**config.mk**
```make
export PLATFORM = sky130hd
export DESIGN_NAME = i2c_register_access_master
export DESIGN_NICKNAME = d
export VERILOG_FILES = /design/src/hw/rtl/i2cra_pkg.sv /design/src/hw/rtl/i2c_register_access_master.sv /design/src/hw/rtl/i2cra_seq.sv
export SDC_FILE = /design/constraint.sdc
export NUM_CORES = 1
export LEC_CHECK = 0
export BUFFER_PORTS_ARGS = -buffer_cell sky130_fd_sc_hd__clkbuf_2
export CAP_MARGIN = 20
export CELL_PAD_IN_SITES_DETAIL_PLACEMENT = 0
export CELL_PAD_IN_SITES_GLOBAL_PLACEMENT = 2
export CORE_MARGIN = 1
export CORE_UTILIZATION = 35
export DETAILED_ROUTE_END_ITERATION = 10
export PLACE_DENSITY_LB_ADDON = 0.2
export SLEW_MARGIN = 20
export SYNTH_ARGS = -nofsm -noshare
export SYNTH_HDL_FRONTEND = slang
export SYNTH_SLANG_ARGS = --single-unit
```
**constraint.sdc**
```tcl
create_clock -name clock -period 8.05 [get_ports clock]
set_input_delay 1.2075 -clock clock [delete_from_list [all_inputs] [get_ports clock]]
set_output_delay 1.2075 -clock clock [all_outputs]
set_load 0.03 [all_outputs]
```
**src/hw/rtl/i2cra_pkg.sv**
```systemverilog
// Package: types and codes shared by the I2C register access master.
package i2cra_pkg;

   typedef enum logic [3:0] {
      PH_IDLE,
      PH_START_HI,
      PH_START_LO,
      PH_TX_LOW,
      PH_TX_HIGH,
      PH_TXACK_LOW,
      PH_TXACK_HIGH,
      PH_RESTART_LOW,
      PH_RX_LOW,
      PH_RX_HIGH,
      PH_RXACK_LOW,
      PH_RXACK_HIGH,
      PH_STOP_A,
      PH_STOP_B,
      PH_STOP_C
   } phase_type;

   localparam logic [1:0] KIND_TICK  = 2'd0;
   localparam logic [1:0] KIND_WRITE = 2'd1;
   localparam logic [1:0] KIND_READ  = 2'd2;

   localparam logic CSR_DEVICE_ADDRESS = 1'b0;
   localparam logic CSR_HALF_PERIOD    = 1'b1;

   typedef struct packed {
      logic        advance;
      logic [1:0]  kind;
      logic [7:0]  reg_index;
      logic [15:0] write_value;
      logic        sda_in;
   } step_type;

   typedef struct packed {
      logic        read_done;
      logic [15:0] read_value;
      logic        busy_res;
      logic        sda_release;
      logic        scl_level;
   } result_type;

endpackage

```
**src/hw/rtl/i2c_register_access_master.sv**
```systemverilog
// Top level: I2C 16-bit register access master with stream handshake and CSR port.
//
//   channel | dir | handshake             | payload
//   req     | in  | req_tvalid/req_tready | tuser kind, tdata reg/value/sda_in
//   rsp     | out | rsp_tvalid/rsp_tready | tdata scl, sda, busy, read value, done
//   csr     | in  | csr_valid/csr_ready   | csr_index, csr_data
//
// One transfer per cycle unless rsp stalls; its result is valid in the next cycle.
// The sequencer state is one register set updated by a single combinational step.
// A stalled rsp holds its result and blocks req only while it is not taken.
// Reset (synchronous) returns the bus to idle and the registers to address 17,
// half period 50 ticks. csr_ready is always high.
module i2c_register_access_master
   import i2cra_pkg::*;
#(
   parameter int DELAY_BITS = 16
) (
   input  logic        clock,
   input  logic        reset,
   input  logic        req_tvalid,
   output logic        req_tready,
   input  logic [31:0] req_tdata,  // reg_index[7:0], write_value[23:8], sda_in[24]
   input  logic [1:0]  req_tuser,  // kind[1:0]
   output logic        rsp_tvalid,
   input  logic        rsp_tready,
   output logic [23:0] rsp_tdata,  // scl_level[0], sda_release[1], busy_res[2],
                                   // read_value[18:3], read_done[19]
   input  logic        csr_valid,
   output logic        csr_ready,
   input  logic        csr_index,
   input  logic [15:0] csr_data
);

   localparam int LW = (DELAY_BITS > 16) ? DELAY_BITS : 16;

   logic [6:0]            device_address_ff;
   logic [15:0]           half_period_ff;
   logic                  rsp_tvalid_ff, rsp_tvalid_in;
   result_type            rsp_data_ff;
   result_type            result;
   step_type              step;
   logic [DELAY_BITS-1:0] phase_len;
   logic [LW-1:0]         hp_w;
   logic [LW-1:0]         cap_w;
   logic [LW-1:0]         len_w;

   assign csr_ready  = 1'b1;
   assign req_tready = !rsp_tvalid_ff || rsp_tready;

   assign hp_w      = LW'(half_period_ff);
   assign cap_w     = LW'({DELAY_BITS{1'b1}});
   assign len_w     = (hp_w == '0) ? LW'(1) : ((hp_w > cap_w) ? cap_w : hp_w);
   assign phase_len = len_w[DELAY_BITS-1:0];

   always_comb begin
      step.advance     = req_tvalid && req_tready;
      step.kind        = req_tuser;
      step.reg_index   = req_tdata[7:0];
      step.write_value = req_tdata[23:8];
      step.sda_in      = req_tdata[24];
   end

   i2cra_seq #(
      .DELAY_BITS(DELAY_BITS)
   ) u_seq (
      .clock          (clock),
      .reset          (reset),
      .step           (step),
      .device_address (device_address_ff),
      .phase_len      (phase_len),
      .result         (result)
   );

   always_comb begin
      rsp_tvalid_in = rsp_tvalid_ff;
      if (step.advance) begin
         rsp_tvalid_in = 1'b1;
      end else if (rsp_tready) begin
         rsp_tvalid_in = 1'b0;
      end
   end

   always_ff @(posedge clock) begin
      if (reset) begin
         rsp_tvalid_ff     <= 1'b0;
         device_address_ff <= 7'd17;
         half_period_ff    <= 16'd50;
      end else begin
         rsp_tvalid_ff <= rsp_tvalid_in;
         if (csr_valid && csr_ready) begin
            unique case (csr_index)
               CSR_DEVICE_ADDRESS: device_address_ff <= csr_data[6:0];
               CSR_HALF_PERIOD:    half_period_ff    <= csr_data;
               default:            half_period_ff    <= half_period_ff;
            endcase
         end
      end
   end

   always_ff @(posedge clock) begin
      if (step.advance) begin
         rsp_data_ff <= result;
      end
   end

   assign rsp_tvalid = rsp_tvalid_ff;
   assign rsp_tdata  = {4'd0, rsp_data_ff};

`ifndef SYNTH
   a_done_busy: assert property (@(posedge clock) disable iff (reset)
      rsp_tvalid_ff && rsp_data_ff.read_done |-> rsp_data_ff.busy_res)
      else $error("read_done without busy");

   a_idle_bus: assert property (@(posedge clock) disable iff (reset)
      rsp_tvalid_ff && !rsp_data_ff.busy_res |->
         rsp_data_ff.scl_level && rsp_data_ff.sda_release)
      else $error("idle result does not release the bus");

   a_stall_blocks: assert property (@(posedge clock) disable iff (reset)
      rsp_tvalid_ff && !rsp_tready |-> !req_tready)
      else $error("request taken while result stalled");

   a_stall_hold: assert property (@(posedge clock) disable iff (reset)
      rsp_tvalid_ff && !rsp_tready |=> rsp_tvalid_ff && $stable(rsp_data_ff))
      else $error("stalled result changed");

   a_reset_empty: assert property (@(posedge clock)
      $past(reset) |-> !rsp_tvalid_ff)
      else $error("result valid after reset");
`endif

endmodule

```
**src/hw/rtl/i2cra_seq.sv**
```systemverilog
// Bus sequencer: phase state, bit/byte counters and shift registers, one step per transfer.
module i2cra_seq
   import i2cra_pkg::*;
#(
   parameter int DELAY_BITS = 16
) (
   input  logic                  clock,
   input  logic                  reset,
   input  step_type              step,
   input  logic [6:0]            device_address,
   input  logic [DELAY_BITS-1:0] phase_len,
   output result_type            result
);

   phase_type             phase_ff, phase_in;
   logic [2:0]            bit_count_ff, bit_count_in;
   logic [2:0]            byte_count_ff, byte_count_in;
   logic [7:0]            shift_byte_ff, shift_byte_in;
   logic [DELAY_BITS-1:0] tick_count_ff, tick_count_in;
   logic [7:0]            held_register_ff, held_register_in;
   logic [15:0]           held_value_ff, held_value_in;
   logic                  is_read_ff, is_read_in;
   logic [15:0]           received_value_ff, received_value_in;

   function automatic logic [7:0] tx_byte(input logic [2:0] n, input logic [6:0] addr,
                                          input logic rd, input logic [7:0] regi,
                                          input logic [15:0] val);
      logic [7:0] b;
      unique case (n)
         3'd0:    b = {addr, 1'b0};
         3'd1:    b = regi;
         3'd2:    b = rd ? {addr, 1'b1} : val[15:8];
         default: b = val[7:0];
      endcase
      return b;
   endfunction

   always_comb begin
      logic [DELAY_BITS-1:0] tick_inc;
      logic [2:0]            byte_next;
      logic                  scl;
      logic                  sda;
      logic                  busy;
      logic                  done;

      phase_in          = phase_ff;
      bit_count_in      = bit_count_ff;
      byte_count_in     = byte_count_ff;
      shift_byte_in     = shift_byte_ff;
      tick_count_in     = tick_count_ff;
      held_register_in  = held_register_ff;
      held_value_in     = held_value_ff;
      is_read_in        = is_read_ff;
      received_value_in = received_value_ff;
      done              = 1'b0;

      if (phase_ff == PH_IDLE && (step.kind == KIND_WRITE || step.kind == KIND_READ)) begin
         is_read_in       = (step.kind == KIND_READ);
         held_register_in = step.reg_index;
         held_value_in    = (step.kind == KIND_READ) ? 16'd0 : step.write_value;
         byte_count_in    = 3'd0;
         bit_count_in     = 3'd0;
         tick_count_in    = '0;
         shift_byte_in    = {device_address, 1'b0};
         phase_in         = PH_START_HI;
      end

      unique case (phase_in)
         PH_START_HI:    begin scl = 1'b1; sda = 1'b1; end
         PH_START_LO:    begin scl = 1'b1; sda = 1'b0; end
         PH_TX_LOW:      begin scl = 1'b0; sda = shift_byte_in[7]; end
         PH_TX_HIGH:     begin scl = 1'b1; sda = shift_byte_in[7]; end
         PH_TXACK_LOW:   begin scl = 1'b0; sda = 1'b1; end
         PH_RESTART_LOW: begin scl = 1'b0; sda = 1'b1; end
         PH_RX_LOW:      begin scl = 1'b0; sda = 1'b1; end
         PH_RXACK_LOW:   begin scl = 1'b0; sda = (byte_count_in != 3'd3); end
         PH_RXACK_HIGH:  begin scl = 1'b1; sda = (byte_count_in != 3'd3); end
         PH_STOP_A:      begin scl = 1'b0; sda = 1'b0; end
         PH_STOP_B:      begin scl = 1'b1; sda = 1'b0; end
         default:        begin scl = 1'b1; sda = 1'b1; end
      endcase

      busy      = (phase_in != PH_IDLE);
      tick_inc  = tick_count_in + 1'b1;
      byte_next = byte_count_in + 3'd1;

      if (!busy) begin
         tick_count_in = '0;
      end else if (tick_inc >= phase_len || tick_inc == '0) begin
         tick_count_in = '0;
         unique case (phase_in)
            PH_START_HI: phase_in = PH_START_LO;
            PH_START_LO: begin
               bit_count_in = 3'd0;
               phase_in     = PH_TX_LOW;
            end
            PH_TX_LOW: phase_in = PH_TX_HIGH;
            PH_TX_HIGH: begin
               if (bit_count_in == 3'd7) begin
                  bit_count_in = 3'd0;
                  phase_in     = PH_TXACK_LOW;
               end else begin
                  bit_count_in  = bit_count_in + 3'd1;
                  shift_byte_in = {shift_byte_in[6:0], 1'b0};
                  phase_in      = PH_TX_LOW;
               end
            end
            PH_TXACK_LOW: phase_in = PH_TXACK_HIGH;
            PH_TXACK_HIGH: begin
               byte_count_in = byte_next;
               bit_count_in  = 3'd0;
               if (is_read_in) begin
                  if (byte_next == 3'd2) begin
                     shift_byte_in = {device_address, 1'b1};
                     phase_in      = PH_RESTART_LOW;
                  end else if (byte_next >= 3'd3) begin
                     held_value_in = 16'd0;
                     phase_in      = PH_RX_LOW;
                  end else begin
                     shift_byte_in = tx_byte(byte_next, device_address, is_read_in,
                                             held_register_in, held_value_in);
                     phase_in      = PH_TX_LOW;
                  end
               end else if (byte_next >= 3'd4) begin
                  phase_in = PH_STOP_A;
               end else begin
                  shift_byte_in = tx_byte(byte_next, device_address, is_read_in,
                                          held_register_in, held_value_in);
                  phase_in      = PH_TX_LOW;
               end
            end
            PH_RESTART_LOW: phase_in = PH_START_HI;
            PH_RX_LOW:      phase_in = PH_RX_HIGH;
            PH_RX_HIGH: begin
               held_value_in = {held_value_in[14:0], step.sda_in};
               if (bit_count_in == 3'd7) begin
                  bit_count_in = 3'd0;
                  phase_in     = PH_RXACK_LOW;
               end else begin
                  bit_count_in = bit_count_in + 3'd1;
                  phase_in     = PH_RX_LOW;
               end
            end
            PH_RXACK_LOW: phase_in = PH_RXACK_HIGH;
            PH_RXACK_HIGH: begin
               byte_count_in = byte_next;
               bit_count_in  = 3'd0;
               phase_in      = (byte_next == 3'd4) ? PH_RX_LOW : PH_STOP_A;
            end
            PH_STOP_A: phase_in = PH_STOP_B;
            PH_STOP_B: phase_in = PH_STOP_C;
            PH_STOP_C: begin
               if (is_read_in) begin
                  received_value_in = held_value_in;
                  done              = 1'b1;
               end
               phase_in = PH_IDLE;
            end
            default: phase_in = PH_IDLE;
         endcase
      end else begin
         tick_count_in = tick_inc;
      end

      result.scl_level   = scl;
      result.sda_release = sda;
      result.busy_res    = busy;
      result.read_value  = received_value_in;
      result.read_done   = done;
   end

   always_ff @(posedge clock) begin
      if (reset) begin
         phase_ff          <= PH_IDLE;
         bit_count_ff      <= '0;
         byte_count_ff     <= '0;
         shift_byte_ff     <= '0;
         tick_count_ff     <= '0;
         held_register_ff  <= '0;
         held_value_ff     <= '0;
         is_read_ff        <= 1'b0;
         received_value_ff <= '0;
      end else if (step.advance) begin
         phase_ff          <= phase_in;
         bit_count_ff      <= bit_count_in;
         byte_count_ff     <= byte_count_in;
         shift_byte_ff     <= shift_byte_in;
         tick_count_ff     <= tick_count_in;
         held_register_ff  <= held_register_in;
         held_value_ff     <= held_value_in;
         is_read_ff        <= is_read_in;
         received_value_ff <= received_value_in;
      end
   end

endmodule
```
Word level (Yosys, flattened, before mapping) --
Index checks and enable logic that the tools add are counted.
Cells by class: multiplexer cells 55, div/mod/pow operators 0, bitwise gates (word level) 1, $add $sub $neg 3, equality and inequality tests 21, shift-type cells 0, magnitude comparators 4, multiply operators 0, reduce and logical (&&, ||, !) cells 22
Operators by type and width (count):
- 16-bit two-way mux | 16
- 8-bit two-way mux | 9
- 4-bit one-hot mux with 13 select lines | 1
- 16-bit logical NOT | 2
- 16-bit one-hot mux with 2 select lines | 1
- 8-bit one-hot mux with 2 select lines | 2
- 3-bit two-way mux | 10
- 4-bit == test, second input constant | 7
- 4-bit two-way mux | 7
- 8-bit one-hot mux with 3 select lines | 1
- 16-bit by 1-bit adder with 16-bit output, second input constant | 1
- 4-bit by 3-bit == test with 1-bit output, second input constant | 4
- 16-bit >= comparator | 1
- 16-bit > comparator, second input constant | 1
- 4-bit by 2-bit == test with 1-bit output, second input constant | 2
- 2-bit OR reduction | 4
- 3-bit by 1-bit adder with 3-bit output, second input constant | 2
- 3-bit == test, second input constant | 2
- 3-bit one-hot mux with 2 select lines | 1
- 3-bit OR reduction | 2
- 6-bit OR reduction | 1
- 1-bit two-way mux | 5
- 4-bit by 1-bit == test with 1-bit output, second input constant | 1
- 4-bit logical NOT | 1
- 18 further kinds | 22
Word-level totals: bits in writable memories 0, ROM bits 0, memories 0, logic and storage cells 123, bits in latches 0, input port bits 56, register bits 119, output and inout port bits 27

Longest topological paths before layout --
Gate-level depths: netlist (run 1).
word-level depth 13, gate-level depth with buffers 26, mapped depth without buffers 19

By module --
Synthesis (run 1) repeated with hierarchy kept, for this count alone.
Second synthesis, totals: cells, all modules 965, area, all modules 7743.7 um2
Modules (own cells, without submodules):
- i2cra_seq | sequential area each 1501.4 um2, area each 6107.1 um2, times used 1, cells an instance 812
- i2c_register_access_master | sequential area each 1081.0 um2, area each 1636.6 um2, times used 1, cells an instance 153

Worst setup path before layout (run 1) --
OpenSTA, ideal clock, no wires.
path kind input-to-reg, start in req_tuser[0], end reg u_seq.tick_count_ff[13], setup time 0.070 ns, setup slack 1.051 ns, cell stages on the path 25, required time 7.980 ns, buffers on the path 7, data arrival time 6.928 ns, cells stage by stage inv_1 -> ha_1 -> clkbuf_1 -> inv_1 -> clkbuf_1 -> nand2_1 -> clkbuf_1 -> clkbuf_1 -> buf_1 -> clkbuf_1 -> nand2_1 -> inv_1 -> ha_1 -> nand2_1 -> or4_1 -> a21oi_1 -> ha_1 -> nand4_1 -> a211oi_1 -> a2111oi_0 -> o21ai_1 -> nor3_1 -> clkbuf_1 -> nand2_1 -> a21oi_1
Between the ends: longest elaborated chain between the ends 9, elaborated cells between the ends (all ways) 13, classes of those cells add/sub: 1; order compare: 1; eq/ne: 2; mux: 4; reduce/logical: 5
Ends and longest elaborated chain:
- start: declaration | line i2c_register_access_master.sv:23 | input logic [1:0] req_tuser,
- 2-bit by 1-bit == test with 1-bit output or 2-bit == test (tied branches) | line i2cra_seq.sv:57 | if (phase_ff == PH_IDLE && (step.kind == KIND_WRITE || step.kind == KIND_READ)) begin
- 1-bit logical OR * | line i2cra_seq.sv:57
- 1-bit logical AND * | line i2cra_seq.sv:57
- 16-bit two-way mux | line i2cra_seq.sv:57
- 16-bit by 1-bit adder with 16-bit output | line i2cra_seq.sv:84 | tick_inc = tick_count_in + 1'b1;
- 16-bit >= comparator or 16-bit logical NOT (tied branches) | line i2cra_seq.sv:89 | end else if (tick_inc >= phase_len || tick_inc == '0) begin
- 1-bit logical OR | line i2cra_seq.sv:89
- 16-bit two-way mux | line i2cra_seq.sv:89
- 16-bit two-way mux * | line i2cra_seq.sv:87 | if (!busy) begin
- end signal: assignment | line i2cra_seq.sv:188 | tick_count_ff <= tick_count_in;
- end: declaration | line i2cra_seq.sv:19 | logic [DELAY_BITS-1:0] tick_count_ff, tick_count_in;
Every way passes the cells marked *; elsewhere a longest branch is shown, timed or not. A chain may end at the register's enable or synchronous reset.

Worst setup path in the final report (run 1) --
start in req_tuser[0], end reg u_seq.held_value_ff[3]
Between the ends: longest elaborated chain between the ends 12, elaborated cells between the ends (all ways) 26, classes of those cells add/sub: 2; order compare: 2; eq/ne: 5; mux: 12; reduce/logical: 5
Ends and longest elaborated chain:
- branches (longest 11 deep; another with 16-bit by 1-bit adder with 16-bit output)
- 16-bit two-way mux * | line i2cra_seq.sv:87
- end signal: assignment | line i2cra_seq.sv:190 | held_value_ff <= held_value_in;
- end: declaration | line i2cra_seq.sv:21 | logic [15:0] held_value_ff, held_value_in;
Mark *: on every way between the ends.

==> results of run 1 <==
## logic make-up after synthesis
family                     Yosys count  share of synthesized area
adders and majority gates           27                     0.0445
xor gates and xnor gates             6                    0.00693
AOI/OAI and AO/OA                  318                      0.284
buffers and inverters              111                     0.0632
other                                2                   0.000990
muxes                               31                     0.0422
DFF                                119                      0.340
and+or+nand+nor                    357                      0.218
## critical path: cells and delay by family
| family | cells | cell delay [ns] |
|---|---|---|
| compound gates | 7 | 2.89 |
| simple gates | 5 | 1.20 |
| fa+ha+maj | 3 | 0.95 |
| buf+inv | 4 | 0.51 |
## per-stage QoR
step,instances,power (mW),utilization,worst slack (ns),hold WS [ns]
CTS,1292,1.65,0.408,1.62,0.456
global placement,1260,0.899,0.382,1.21,0.438
detailed placement,1260,0.898,0.382,1.21,0.447
global route,1292,1.71,0.408,1.08,0.483
floorplan,974,0.815,-,1.05,0.432
finish,1292,1.64,0.408,1.60,0.452
## cell usage in the layout, fill, tap and decap left out, drive strengths merged, types with 12 or more instances in the layout
master | Yosys | final
mux2i | 23 | 23
and2 | 12 | 12
dfxtp | 99 | 99
edfxtp | 20 | 20
inv | 36 | 43
clkbuf | 51 | 86
o21ai | 79 | 79
nor3 | 16 | 16
ha | 27 | 27
nor4 | 12 | 12
nor2 | 68 | 68
nand3 | 25 | 25
a21oi | 94 | 94
a211oi | 32 | 32
buf | 22 | 15
o211ai | 14 | 14
nand2 | 168 | 168
nand2b | 14 | 14
## registers in the layout, indices dropped and copies added (netlist names)
signal and cells:
rsp_tdata 20, half_period_ff 16, u_seq.held_value_ff 16, u_seq.received_value_ff 16, u_seq.tick_count_ff 16, u_seq.held_register_ff 8
u_seq.shift_byte_ff 8, device_address_ff 7, u_seq.phase_ff 4, u_seq.bit_count_ff 3, u_seq.byte_count_ff 3, rsp_tvalid 1
u_seq.is_read_ff 1
## worst max path at each step
stage | slack (ns) | end | depth (start not counted) | from
final | 1.60 | u_seq.held_value_ff[3]$_SDFFE_PP0P_ | 19 | req_tuser[0]
after floorplan | 1.05 | u_seq.tick_count_ff[13]$_SDFFE_PP0P_ | 25 | req_tuser[0]
after detailed placement | 1.21 | u_seq.held_value_ff[3]$_SDFFE_PP0P_ | 19 | req_tuser[0]
after global placement | 1.21 | u_seq.held_value_ff[3]$_SDFFE_PP0P_ | 19 | req_tuser[0]
after global routing | 1.08 | u_seq.held_value_ff[3]$_SDFFE_PP0P_ | 19 | req_tuser[0]
after CTS | 1.62 | u_seq.held_value_ff[3]$_SDFFE_PP0P_ | 19 | req_tuser[0]
## area by class of cell
type,instances,area [µm²]
Tap cell,275,344
Clock inverter,15,143
Inverter,38,143
Timing Repair Buffer,84,455
Fill cell,2198,12500
Multi-Input combinational cell,744,4550
Clock buffer,17,425
Sequential cell,119,2580
## power by group
part           switching (mW)  internal (mW)  total [mW]
registers              0.0180          0.627       0.645
clock network           0.319          0.432       0.751
logic                   0.164         0.0764       0.240
## layer usage
layer | global-route usage | up-vias
met5 | 0 | -
met1 | 0.349 | 3399
li1 | - | 3586
met2 | 0.339 | 202
met4 | 0.0454 | 0
met3 | 0.0373 | 13
==> impl_metrics.sql, run 1 <==
INSERT INTO impl_metrics (metric_group, metric, value, unit) VALUES
('setup_path', 'rr_startpoint', 'u_seq.phase_ff[1]$_SDFFE_PP0P_', ''),
('finish', 'final_net_count', '1087', ''),
('place', 'dp.final_hpwl', '17.1', 'mm'),
('die', 'effective_utilization_at_floorplan', '0.359', ''),
('min_path', 'hold-path-endpoint', 'u_seq.held_register_ff[1]$_SDFFE_PP0P_', ''),
('die', 'placeableCoreArea', '21200', 'µm²'),
('clocking', 'cts.path.max_buffers', '2', ''),
('min_path', 'hold_path_depth', '2', ''),
('setup_path', 'critPathKind', 'in -> reg', ''),
('timing', 'final_hold_fails', '0', ''),
('clocking', 'cts_sinks', '119', ''),
('timing', 'finalCriticalPeriod', '6.45', 'ns'),
('power_and_ir_drop', 'powerDensity', '189', 'nW/µm²'),
('die', 'pin_count', '83', ''),
('setup_path', 'timing.critical_path.to_type', 'flip-flop', ''),
('timing', 'maxSlewViolCount', '0', ''),
('yosys', 'post_synth_most_frequent_cells', '168 x nand2_1, 99 x dfxtp_1, 91 x a21oi_1', ''),
('global_routing', 'groute.usage.overall', '0.230', ''),
('setup_path', 'worst-r2r-cell-count', '17', ''),
('global_routing', 'grt_pass1_wl', '39.0', 'mm'),
('setup_path', 'crit_chain', 'clkbuf_2 -> inv_1 -> ha_1 -> inv_1 -> nand2_2 -> nand2_1 -> inv_1 -> ha_1 -> nand2_1 -> or4_1 -> a21oi_1 -> ha_1 -> nand4_1 -> a211oi_1 -> a2111oi_0 -> o21ai_1 -> o21ai_2 -> a221oi_1 -> a211oi_1', ''),
('setup_path', 'cp_slowest_stage_delay', '0.85', 'ns'),
('clocking', 'clock_latency', '0.42', 'ns'),
('timing', 'final.setup_skew', '0.0125', 'ns'),
('global_routing', 'grt_start_max_net_pins', '75', ''),
('yosys', 'asyncSetResetFlopFracSynth', '0', ''),
('routing', 'detail_route.first_pass.iterations', '5', ''),
('min_path', 'min-delay-start', 'u_seq.held_register_ff[1]$_SDFFE_PP0P_', ''),
('routing', 'final_antenna_net_count', '0', ''),
('global_routing', 'number_of_antenna_violations_at_the_first_check_in_global_routing', '0', ''),
('die', 'fp.dieArea', '22300', 'µm²'),
('timing', 'grt_setup_unrepaired', 'false', ''),
('yosys', 'post_synth_edffs', '20', ''),
('routing', 'avgRoutedWirePerCell', '18.9', 'µm'),
('finish', 'proportion_of_layout_cells_with_a_drive_suffix_above_1', '0.156', ''),
('finish', 'diodes_inserted', '0', ''),
('place', 'gp_congestion', '0.843', ''),
('routing', 'first_iter_violations', '504', ''),
('global_routing', 'grt_overflow_total', '0', ''),
('clocking', 'clk_pin_slew_worst_paths', '0.06', 'ns'),
('clocking', 'cts_setup_buffers', '0', ''),
('power_and_ir_drop', 'irDropWorstVdd', '114', 'µV'),
('setup_path', 'worstSetupStartpointType', 'primary input', ''),
('timing', 'layout_worst_path_cycle_share', '0.801', ''),
('yosys', 'synth_top_area_cell', 'dfxtp_1', ''),
('routing', 'number_of_remaining_drc_errors', '0', ''),
('global_routing', 'first_global_vias', '6693', ''),
('run_status', 'run_status', 'finished clean', ''),
('yosys', 'synth.avg_cell_area', '7.81', 'µm²'),
('timing', 'timing_worst_slew_pin_value', '0.961', 'ns'),
('yosys', 'ys.warnings.count', '0', ''),
('setup_path', 'rrSetupSlack', '2.07', 'ns'),
('yosys', 'synth_seq_area_share', '0.340', ''),
('routing', 'wl_met3', '1.28', 'mm'),
('routing', 'met2WireLength', '10.7', 'mm'),
('min_path', 'timing.hold.worst.class', 'reg -> reg', ''),
('yosys', 'postSynthCellCount', '971', ''),
('yosys', 'synth_flop_cell', 'dfxtp_1', ''),
('setup_path', 'cpMaxStageDelayCell', 'o21ai_2', ''),
('yosys', 'synth.most_common_cell', 'nand2_1', ''),
('timing', 'fmax', '155', 'MHz'),
('place', 'total_placed_instance_area', '8070', 'µm²'),
('clocking', 'ctsHtreeMaxLevel', '4', ''),
('clocking', 'tritoncts', 'yes', ''),
('setup_path', 'worst_ep_required_time', '8.38', 'ns'),
('routing', 'routed_wirelength', '24.5', 'mm'),
('finish', 'syn2layout_area_growth', '13.9', '%'),
('power_and_ir_drop', 'leakage_power', '3.25', 'nW'),
('die', 'chipHeight', '149', 'µm'),
('routing', 'detailroute.via_count', '7200', ''),
('setup_path', 'cp_max_fo', '16', '');
No activity file was read; power rests on OpenSTA's default activity.
==> inputs of run 2 (changes only) <==
ABC_AREA = 1   (was unset)
CORE_UTILIZATION = 29   (was 35)
clock period = 5.65 ns   (was 8.05 ns; I/O delays follow)
==> impl_metrics.sql, run 2 <==
INSERT INTO impl_metrics (metric_group, metric, value, unit) VALUES
('run_status', 'run_status', 'finished clean', ''),
('min_path', 'timing.hold.worst.class', 'reg -> reg', ''),
('setup_path', 'worst_ep_arrival_time', '4.92', 'ns'),
('routing', 'routed_wirelength', '27.9', 'mm'),
('setup_path', 'cp-startpoint', 'req_tuser[0]', ''),
('setup_path', 'worst_ep_required_time', '6.00', 'ns'),
('timing', 'fmax', '219', 'MHz'),
('place', 'preCtsSetupSlack', '0.550', 'ns'),
('finish', 'most-common-layout-cells', '418 x nand2_1, 174 x inv_1, 118 x a21oi_1', ''),
('routing', 'first_iter_violations', '491', ''),
('global_routing', 'first_global_vias', '7886', ''),
('setup_path', 'rr_startpoint', 'u_seq.phase_ff[1]$_SDFFE_PP0P_', ''),
('power_and_ir_drop', 'powerDensity', '274', 'nW/µm²'),
('global_routing', 'grt_start_max_net_pins', '54', ''),
('setup_path', 'cp_max_fo', '24', ''),
('finish', 'fin_area', '9550', 'µm²'),
('finish', 'multi_input_area', '4730', 'µm²'),
('global_routing', 'grt_overflow_total', '0', ''),
('yosys', 'post_synth_edffs', '20', ''),
('timing', 'timing_worst_slew_pin_value', '0.937', 'ns'),
('clocking', 'cts_sinks', '119', ''),
('clocking', 'count_of_cells_resized_by_post_cts_repair', '0', ''),
('global_routing', 'groute.usage.overall', '0.196', ''),
('global_routing', 'grt_pass1_wl', '44.2', 'mm'),
('die', 'placement_rows', '61', ''),
('die', 'fp.dieArea', '29400', 'µm²'),
('run', 'cap_violations', '0', ''),
('clocking', 'cts.path.max_buffers', '2', ''),
('clocking', 'cts_setup_buffers', '0', ''),
('clocking', 'cts_hold_repair.buffers', '0', ''),
('yosys', 'post_synth_most_frequent_cells', '419 x nand2_1, 175 x inv_1, 118 x a21oi_1', ''),
('yosys', 'synth.most_common_cell', 'nand2_1', ''),
('timing', 'timing.final.ws_setup', '1.07', 'ns'),
('die', 'die_width', '171', 'µm'),
('finish', 'syn2layout_area_growth', '14.7', '%'),
('place', 'dp.final_hpwl', '19.2', 'mm'),
('clocking', 'tritoncts', 'yes', ''),
('timing', 'layout_worst_path_cycle_share', '0.810', ''),
('die', 'pin_count', '83', ''),
('place', 'port_buffers', '70', ''),
('clocking', 'tritoncts_buffers', '17', ''),
('clocking', 'clock_latency', '0.42', 'ns'),
('die', 'placeableCoreArea', '28000', 'µm²'),
('routing', 'number_of_remaining_drc_errors', '0', ''),
('finish', 'postLayoutCoreUtil', '0.341', ''),
('finish', 'diodes_inserted', '0', ''),
('yosys', 'synth_seq_area_share', '0.310', ''),
('setup_path', 'worst-r2r-cell-count', '22', ''),
('yosys', 'ys.warnings.count', '0', ''),
('setup_path', 'timing.critical_path.to_type', 'flip-flop', ''),
('routing', 'routed_via_density', '4.81', ''),
('timing', 'holdWs', '0.464', 'ns'),
('power_and_ir_drop', 'finalPower', '2.62', 'mW'),
('timing', 'maxSlewViolCount', '0', ''),
('yosys', 'syn-cell-area', '8330', 'µm²'),
('die', 'chipHeight', '171', 'µm'),
('clocking', 'ctsHtreeMaxLevel', '4', ''),
('setup_path', 'rrSetupSlack', '1.32', 'ns'),
('routing', 'detailroute.via_count', '8493', ''),
('global_routing', 'number_of_antenna_violations_at_the_first_check_in_global_routing', '0', ''),
('finish', 'final_net_count', '1457', ''),
('yosys', 'synth.ff_latch_count', '119', ''),
('place', 'gp_congestion', '0.879', ''),
('min_path', 'hold_path_depth', '2', ''),
('yosys', 'synth.top_cells.by_area', 'dfxtp_1 24%, nand2_1 19%, inv_1 7.9%, edfxtp_1 7.2%, a21oi_1 7.1%', ''),
('finish', 'seq_area', '2580', 'µm²'),
('power_and_ir_drop', 'irDropWorstVdd', '191', 'µV'),
('clocking', 'clk_pin_slew_worst_paths', '0.07', 'ns'),
('timing', 'setup-tns-final', '0', 'ns'),
('finish', 'layout_commonest_cell', 'nand2_1', ''),
('finish', 'proportion_of_layout_cells_with_a_drive_suffix_above_1', '0.102', ''),
('yosys', 'asyncSetResetFlopFracSynth', '0', ''),
('timing', 'relSlewSlack', '0.375', ''),
('yosys', 'synth_largest_type_area_fraction', '0.238', ''),
('finish', 'instances_no_fill', '1765', ''),
('timing', 'setup_violations', '0', ''),
('setup_path', 'worstSetupStartpointType', 'primary input', ''),
('place', 'total_placed_instance_area', '8890', 'µm²'),
('finish', 'largest_register_ff_count', '20', ''),
('setup_path', 'critPathKind', 'in -> reg', ''),
('yosys', 'synth_flop_cell', 'dfxtp_1', ''),
('place', 'place.detailed.instances', '1733', ''),
('routing', 'detail_route.first_pass.iterations', '5', ''),
('routing', 'final_antenna_net_count', '0', ''),
('yosys', 'synth.avg_cell_area', '6.21', 'µm²'),
('timing', 'finalCriticalPeriod', '4.58', 'ns'),
('yosys', 'synth_top_area_cell', 'dfxtp_1', ''),
('min_path', 'min-delay-start', 'u_seq.shift_byte_ff[3]$_SDFFE_PP0P_', ''),
('routing', 'avgRoutedWirePerCell', '15.8', 'µm'),
('finish', 'final.fill_count', '3167', ''),
('yosys', 'distinct_cell_type_count_of_the_synthesized_netlist', '46', ''),
('setup_path', 'worstReg2RegEnd', 'u_seq.phase_ff[3]$_SDFFE_PP0P_', ''),
('timing', 'final_hold_fails', '0', ''),
('min_path', 'hold-path-endpoint', 'u_seq.shift_byte_ff[3]$_SDFFE_PP0P_', ''),
('timing', 'final.setup_skew', '0.0132', 'ns'),
('clocking', 'cts-root-buf', 'clkbuf_16', ''),
('yosys', 'postSynthCellCount', '1342', ''),
('timing', 'grt_setup_unrepaired', 'false', ''),
('power_and_ir_drop', 'leakage_power', '4.55', 'nW'),
('die', 'effective_utilization_at_floorplan', '0.297', '');
[run 2: cell types whose count changed after synthesis, moves of 13 or more]
cell | before | now
nand2_1 | 168 | 419
nor2_1 | 66 | 92
nor3_1 | 16 | 2
a21oi_1 | 91 | 118
a211oi_2 | 14 | 0
nand2b_1 | 14 | 0
nand3_1 | 25 | 97
inv_1 | 36 | 175
a211oi_1 | 18 | 4
mux2i_1 | 23 | 0
clkbuf_1 | 50 | 37
o21ai_0 | 68 | 110
[run 2: where the power goes]
part / internal [mW] / total (mW) / leakage, nW / switching (mW)
registers: 0.915 / 0.941 / 1.01 / 0.0255
logic: 0.131 / 0.449 / 3.23 / 0.318
clock network: 0.768 / 1.23 / 0.320 / 0.462
[run 2: critical path: stages]
cell      delay [ns]
clkbuf_2        0.07
inv_1           0.03
ha_1            0.30
inv_1           0.10
nand3_4         0.19
nand2_1         0.10
inv_1           0.11
ha_1            0.24
nand4_1         0.18
nor2_1          0.34
nand4_1         0.13
nand2_1         0.12
inv_1           0.09
ha_1            0.29
nand2_1         0.07
inv_1           0.04
nand3_1         0.09
inv_1           0.05
a21oi_1         0.15
nand2_1         0.08
a31oi_2         0.24
nand2_4         0.25
nor2_4          0.48
inv_1           0.15
a21oi_1         0.18
[run 2: cell type report]
class / instances / area share
Sequential cell: 119 / 0.270
Multi-Input combinational cell: 976 / 0.495
Timing Repair Buffer: 81 / 0.0466
Clock inverter: 11 / 0.0164
Inverter: 179 / 0.0704
Clock buffer: 21 / 0.0516
Tap cell: 378 / 0.0495
[run 2: kinds of logic (layout without fill, tap and decap cells)]
kind of cell,Yosys count,in the layout,share of synthesized area
other cells,2,5,0.000902
flops,119,119,0.310
compound gates,290,290,0.193
fa+ha+maj,27,27,0.0406
xor+xnor,1,1,0.00105
simple gates,653,653,0.329
buf+inv,250,292,0.126
[run 2: worst max-delay path by stage]
stage	cells past startpoint	slack (ns)	endpoint
5_1_grt	25	0.60	u_seq.phase_ff[1]$_SDFFE_PP0P_
3_3_place_gp	17	0.53	u_seq.phase_ff[1]$_SDFFE_PP0P_
6_report	25	1.07	u_seq.phase_ff[3]$_SDFFE_PP0P_
2_1_floorplan	29	0.89	rsp_tdata[19]$_SDFFCE_PN0P_
3_5_place_dp	26	0.55	u_seq.phase_ff[3]$_SDFFE_PP0P_
4_1_cts	25	1.0	u_seq.phase_ff[3]$_SDFFE_PP0P_
[run 2: per-layer routing]
metal	up-vias	track usage	wire, µm
li1	4419	-	-
met1	3881	0.284	14200
met2	173	0.305	12600
met3	20	0.0249	840
met4	0	0.0435	300
met5	-	0	0
